`src/rtl/rdct_pkg.sv`:
```
// Package with the shared types and codes of the reload down-counter timer.
`default_nettype none

package rdct_pkg;

  localparam int DATA_W      = 24;
  localparam int IN_TDATA_W  = 24;
  localparam int IN_TUSER_W  = 5;
  localparam int OUT_TDATA_W = 32;

  // Result word layout.
  localparam int OUT_IRQ_BIT = 24;
  localparam int OUT_CNT_BIT = 25;

  // Control register layout.
  localparam int CTRL_EN_BIT   = 0;
  localparam int CTRL_IRQ_BIT  = 1;
  localparam int CTRL_SRC_BIT  = 2;
  localparam int CTRL_ONE_BIT  = 3;
  localparam int CTRL_FLAG_BIT = 16;

  localparam logic [1:0] REQ_TICK   = 2'd0;
  localparam logic [1:0] REQ_WRITE  = 2'd1;
  localparam logic [1:0] REQ_READ   = 2'd2;
  localparam logic [1:0] REQ_UNUSED = 2'd3;

  localparam logic [1:0] REG_CTRL    = 2'd0;
  localparam logic [1:0] REG_RELOAD  = 2'd1;
  localparam logic [1:0] REG_CURRENT = 2'd2;
  localparam logic [1:0] REG_ELAPSED = 2'd3;

  typedef struct packed {
    logic              clock_is_core;
    logic [1:0]        reg_addr;
    logic [1:0]        req_type;
    logic [DATA_W-1:0] write_data;
  } item_t;

endpackage

`default_nettype wire

```
`src/rtl/reload_down_counter_timer.sv`:
```
// Top level of the reload down-counter timer: input stage, register file and result stage.
//
// One stream channel carries requests in: clock ticks, register writes and
// register reads. Each request gives exactly one result transaction on the
// output channel with the read value, an interrupt pulse and the enable bit.
// A tick counts only when the timer is enabled and its clock kind matches
// the selected source; a counting tick at zero reloads, and the step from
// one to zero sets the count flag and pulses the interrupt if enabled.
// A request accepted into the input register is executed from there, and its
// result is registered in the result register. Throughput: one request per
// cycle while the receiver keeps out_tready high.
// The input register and the result register advance together; when the
// receiver holds out_tready low, the result holds and the input register
// still takes one more request before in_tready drops.
// Reset clears all timer registers, the count and both valid flags.
`default_nettype none

module reload_down_counter_timer #(
  parameter int COUNTER_WIDTH = 24
) (
  input  wire logic                              clk,
  input  wire logic                              rst_n,
  input  wire logic                              in_tvalid,
  output      logic                              in_tready,
  // write_data [23:0]
  input  wire logic [rdct_pkg::IN_TDATA_W-1:0]   in_tdata,
  // req_type [1:0], reg_addr [3:2], clock_is_core [4]
  input  wire logic [rdct_pkg::IN_TUSER_W-1:0]   in_tuser,
  output      logic                              out_tvalid,
  input  wire logic                              out_tready,
  // read_data [23:0], irq_pulse [24], counting [25], zero fill [31:26]
  output      logic [rdct_pkg::OUT_TDATA_W-1:0]  out_tdata
);
  import rdct_pkg::*;

  localparam int CW = COUNTER_WIDTH;

  logic          s1_valid_r;
  item_t         s1_item_r;
  logic          adv;
  logic          exec;

  logic          en_r, en_nxt;
  logic          irq_en_r, irq_en_nxt;
  logic          src_r, src_nxt;
  logic          one_r, one_nxt;
  logic          flag_r, flag_nxt;
  logic [CW-1:0] reload_r, reload_nxt;
  logic [CW-1:0] cnt_r, cnt_nxt;
  logic [CW-1:0] elapsed;
  logic [31:0]   wide_rd;

  logic              out_valid_r;
  logic [DATA_W-1:0] out_data_r, out_data_nxt;
  logic              out_irq_r, out_irq_nxt;
  logic              out_cnt_r;

  // The whole pipe moves when the result register is free or being taken.
  assign adv       = !out_valid_r || out_tready;
  assign in_tready = !s1_valid_r || adv;
  assign exec      = s1_valid_r && adv;
  assign elapsed   = reload_r - cnt_r;

  always_comb begin
    en_nxt       = en_r;
    irq_en_nxt   = irq_en_r;
    src_nxt      = src_r;
    one_nxt      = one_r;
    flag_nxt     = flag_r;
    reload_nxt   = reload_r;
    cnt_nxt      = cnt_r;
    out_irq_nxt  = 1'b0;
    wide_rd      = '0;
    out_data_nxt = '0;
    if (exec) begin
      unique case (s1_item_r.req_type)
        REQ_TICK: begin
          if (en_r && (src_r == s1_item_r.clock_is_core)) begin
            if (cnt_r == '0) begin
              cnt_nxt = reload_r;
            end else begin
              cnt_nxt = cnt_r - CW'(1);
              if (cnt_r == CW'(1)) begin
                flag_nxt    = 1'b1;
                out_irq_nxt = irq_en_r;
                if (one_r) begin
                  en_nxt     = 1'b0;
                  irq_en_nxt = 1'b0;
                end
              end
            end
          end
        end
        REQ_WRITE: begin
          unique case (s1_item_r.reg_addr)
            REG_CTRL: begin
              en_nxt     = s1_item_r.write_data[CTRL_EN_BIT];
              irq_en_nxt = s1_item_r.write_data[CTRL_IRQ_BIT];
              src_nxt    = s1_item_r.write_data[CTRL_SRC_BIT];
              one_nxt    = s1_item_r.write_data[CTRL_ONE_BIT];
            end
            REG_RELOAD: begin
              reload_nxt = CW'(s1_item_r.write_data);
            end
            REG_CURRENT: begin
              cnt_nxt  = '0;
              flag_nxt = 1'b0;
            end
            default: begin
            end
          endcase
        end
        REQ_READ: begin
          unique case (s1_item_r.reg_addr)
            REG_CTRL: begin
              wide_rd[CTRL_EN_BIT]   = en_r;
              wide_rd[CTRL_IRQ_BIT]  = irq_en_r;
              wide_rd[CTRL_SRC_BIT]  = src_r;
              wide_rd[CTRL_ONE_BIT]  = one_r;
              wide_rd[CTRL_FLAG_BIT] = flag_r;
              flag_nxt               = 1'b0;
            end
            REG_RELOAD:  wide_rd = 32'(reload_r);
            REG_CURRENT: wide_rd = 32'(cnt_r);
            default:     wide_rd = 32'(elapsed);
          endcase
          out_data_nxt = wide_rd[DATA_W-1:0];
        end
        default: begin
        end
      endcase
    end
  end

  always_ff @(posedge clk) begin
    if (!rst_n) begin
      s1_valid_r  <= 1'b0;
      out_valid_r <= 1'b0;
      en_r        <= 1'b0;
      irq_en_r    <= 1'b0;
      src_r       <= 1'b0;
      one_r       <= 1'b0;
      flag_r      <= 1'b0;
      reload_r    <= '0;
      cnt_r       <= '0;
    end else begin
      if (in_tready) begin
        s1_valid_r <= in_tvalid;
      end
      if (adv) begin
        out_valid_r <= s1_valid_r;
      end
      en_r     <= en_nxt;
      irq_en_r <= irq_en_nxt;
      src_r    <= src_nxt;
      one_r    <= one_nxt;
      flag_r   <= flag_nxt;
      reload_r <= reload_nxt;
      cnt_r    <= cnt_nxt;
    end
  end

  always_ff @(posedge clk) begin
    if (in_tready && in_tvalid) begin
      s1_item_r.write_data    <= in_tdata[DATA_W-1:0];
      s1_item_r.req_type      <= in_tuser[1:0];
      s1_item_r.reg_addr      <= in_tuser[3:2];
      s1_item_r.clock_is_core <= in_tuser[4];
    end
    if (exec) begin
      out_data_r <= out_data_nxt;
      out_irq_r  <= out_irq_nxt;
      out_cnt_r  <= en_nxt;
    end
  end

  assign out_tvalid = out_valid_r;
  assign out_tdata  = {{(OUT_TDATA_W - DATA_W - 2){1'b0}}, out_cnt_r, out_irq_r, out_data_r};

endmodule

`default_nettype wire

```
`config.mk`:
```
export PLATFORM = sky130hd
export DESIGN_NAME = reload_down_counter_timer
export DESIGN_NICKNAME = d
export VERILOG_FILES = /design/src/rtl/rdct_pkg.sv /design/src/rtl/reload_down_counter_timer.sv
export SDC_FILE = /design/constraint.sdc
export NUM_CORES = 1
export LEC_CHECK = 0
export BUFFER_PORTS_ARGS = -buffer_cell sky130_fd_sc_hd__buf_2
export CAP_MARGIN = 20
export CELL_PAD_IN_SITES_DETAIL_PLACEMENT = 0
export CELL_PAD_IN_SITES_GLOBAL_PLACEMENT = 1
export CORE_ASPECT_RATIO = 1.1
export CORE_UTILIZATION = 46
export DETAILED_ROUTE_END_ITERATION = 6
export PLACE_DENSITY = 0.81
export SLEW_MARGIN = 20
export SYNTH_ARGS = -nofsm -noshare
export SYNTH_HDL_FRONTEND = slang
export SYNTH_SLANG_ARGS = --single-unit
```
`constraint.sdc`:
```
create_clock -name clk -period 2.88 [get_ports clk]
set_input_delay 0.432 -clock clk [delete_from_list [all_inputs] [get_ports clk]]
set_output_delay 0.432 -clock clk [all_outputs]
set_load 0.02 [all_outputs]
```
==> impl_metrics.json <==
{
  "synthTopCellsByCount": "nand2_1 (117), dfxtp_1 (55), edfxtp_1 (55), o21ai_0 (43), nor2_1 (40)",
  "utilization": 0.546,
  "clock-sinks": 110,
  "synth_edf_count": 55,
  "slew_headroom": 0.455,
  "cp-start-kind": "flip-flop",
  "tightest_slew_ps": 817,
  "synthArstFlopShare": 0,
  "ys.flop_type": "edfxtp_1",
  "fin_crit_sh": 0.942,
  "power_leakage_nw": 3.02,
  "wire_per_inst_um": 18.4,
  "cpMostUsedCell": "o21ai_0",
  "synth_warnings": 0,
  "rsz0062_at_grt": "no",
  "arrival_ps": 2820,
  "finalHoldViolCount": 0,
  "seq_power_share": 0.509,
  "gp_routability_congestion": 0.917,
  "die_width_um": 117,
  "p_sw_mw": 0.853,
  "power.share.clock": 0.399,
  "final_nets": 893,
  "grt.total_usage": 0.266,
  "postSynthCellCount": 758,
  "drcViolationCount": 0,
  "netlist_top_cells_area": "edfxtp_1 (25%), dfxtp_1 (17%), nand2_1 (6.6%)",
  "yosys.area.top_type": "edfxtp_1",
  "worstHoldPathType": "in -> reg",
  "io_buffers": 60,
  "critPathKind": "reg -> reg",
  "core_region_area_um2": 14000,
  "vias_per_cell": 5.81,
  "synth_area_um2": 6660,
  "cts_setup_buffers": 0,
  "drtIter0Drc": 490,
  "finalCriticalPeriod_ps": 2710,
  "ys_seq_area_frac": 0.413,
  "outcome": "complete, no violations",
  "cts_max_level": 3,
  "path_max_fanout": 3,
  "power.total_mw": 3.36,
  "dpl.hpwl_um": 14000,
  "grt_pass1_vias": 5690,
  "routed-via-count": 5939,
  "cts_tree": "built",
  "critical-path-max-stage-delay_ps": 450,
  "pwr-share-comb": 0.092,
  "fp-row-count": 45,
  "synth.avg_cell_area_um2": 8.78,
  "clock_skew_ps": 13.1,
  "crit_chain": "inv_1 -> ha_1 -> fa_1 -> nor2b_2 -> o31a_1 -> o211ai_1 -> o21ai_0 -> a31oi_1 -> xnor2_1 -> mux2i_1 -> o21ai_0",
  "design.portCount": 67,
  "ys_seq_elements": 110,
  "fin_cells": 1022,
  "drv_slew": 0,
  "cts_buffers": 9,
  "antenna_cells": 0,
  "cp-end-kind": "flip-flop",
  "grt_pass1_wl_um": 30000,
  "clkLatencyLatePin_ps": 370,
  "grt_start_max_net_pins": 47,
  "routed_wl_um": 18800,
  "cap_violations": 0,
  "global_route.overflow_total": 0,
  "dp.cells": 1006,
  "powerDensity_nw_per_um2": 440,
  "p_int_mw": 2.50,
  "crit_slowest_cell": "fa_1",
  "synth_most_common_cell": "nand2_1",
  "antenna_found_initial": 0,
  "clkTransAtPathRegs_ps": 80,
  "drive_gt1_frac": 0.169,
  "firstDrtPassIters": 7,
  "netlist-cell-type-count": 74,
  "yosys.area.top_type_share": 0.248,
  "max_freq_ghz": 0.369,
  "initial_utilization": 0.477,
  "clockBufferDepth": 2,
  "area_growth_pct": 14.6,
  "peakVddDrop_uv": 355,
  "setup_viol": 0,
  "drtAntennaViolNets": 0,
  "design.die.area_um2": 15000,
  "tns_ps": 0,
  "dieHeight_um": 128,
  "clockRootBuffer": "clkbuf_16",
  "worstPathRequired_ps": 2990,
  "hold_slack_ps": 240,
  "p_sw_frac": 0.254
}
-- worst max-delay path, delay by kind of cell (launching register included) --
family                     cells  cell delay (ps)
AOI/OAI and AO/OA              5              880
and+or+nand+nor                1              160
buffers and inverters          1               80
muxes                          1              140
DFF                            1              370
xor gates and xnor gates       1              150
adders and majority gates      2              680
-- worst paths after layout --
check / slack [ps] / to / cells after the start / startpoint
min: 240 / s1_item_r[2]$_DFFE_PP_ / 1 / in_tdata[2]
max reg2reg: 170 / out_data_r[18]$_SDFFCE_PP0P_ / 11 / reload_r[0]$_SDFFE_PN0P_
max: 170 / out_data_r[18]$_SDFFCE_PP0P_ / 11 / reload_r[0]$_SDFFE_PN0P_
min reg2reg: 500 / reload_r[0]$_SDFFE_PN0P_ / 2 / reload_r[0]$_SDFFE_PN0P_
-- sequential cells by signal, summed over array words and instances (netlist names), 24 cells and up --
signal	cells
cnt_r	24
out_data_r	24
reload_r	24
s1_item_r	29
-- cells by family after synthesis --
family	Yosys count	synth area share
mux	12	0.0182
xor+xnor	16	0.0210
other cells	1	0.000563
compound gates	229	0.230
flops	110	0.413
fa+ha+maj	31	0.0594
buf+inv	84	0.0556
simple gates	275	0.202
-- area by class of cell --
class                           count  area [um2]
Clock inverter                      7        86.3
Multi-Input combinational cell    569        3580
Clock buffer                        9         225
Inverter                           39         146
Fill cell                        1331        6330
Tap cell                          188         235
Sequential cell                   110        2760
Timing Repair Buffer              100         601
-- timing repair --
item,CTS,global route
gates resized for setup,0,7
hold buffers,0,0
endpoints found under the hold margin,0,0
endpoints found under the setup margin,0,6
-- power groups by stage --
| stage | clock [mW] | combinational (mW) | sequential [mW] |
|---|---|---|---|
| final | 1.34 | 0.308 | 1.71 |
| after detailed placement | 0 | 0.302 | 1.74 |
| after CTS | 1.36 | 0.303 | 1.71 |
| after global placement | 0 | 0.299 | 1.74 |
| after floorplan | 0 | 0.181 | 1.76 |
| after global routing | 1.42 | 0.337 | 1.71 |
-- routing by layer --
layer	vias up	part of all wire	global-route usage
met1	2798	0.47	0.374
met3	43	0.059	0.0369
met4	0	0.029	0.113
met2	232	0.45	0.406
li1	2866	-	-
met5	-	0	0
-- per-stage QoR --
stage	area (um2)	worst slack [ps]
2_1_floorplan	6680	435
3_3_place_gp	7290	193
3_5_place_dp	7290	63.2
4_1_cts	7610	40.9
5_1_grt	7630	1.55
6_report	7630	167
-- layout by cell type, fill, tap and decap left out, types with 10 or more instances in the layout --
cell type	instances
xnor2_1	12
a21o_1	10
o21ai_1	18
buf_4	40
edfxtp_1	55
dfxtp_1	53
a21boi_0	25
nor2_1	40
nand2_1	117
nor3_1	14
o21ai_0	43
buf_2	60
a22oi_1	22
ha_1	30
inv_1	38
a21oi_1	28
mux2i_1	11
nor2b_1	27
nand3_1	18
No activity file was read; power rests on OpenSTA's default activity.
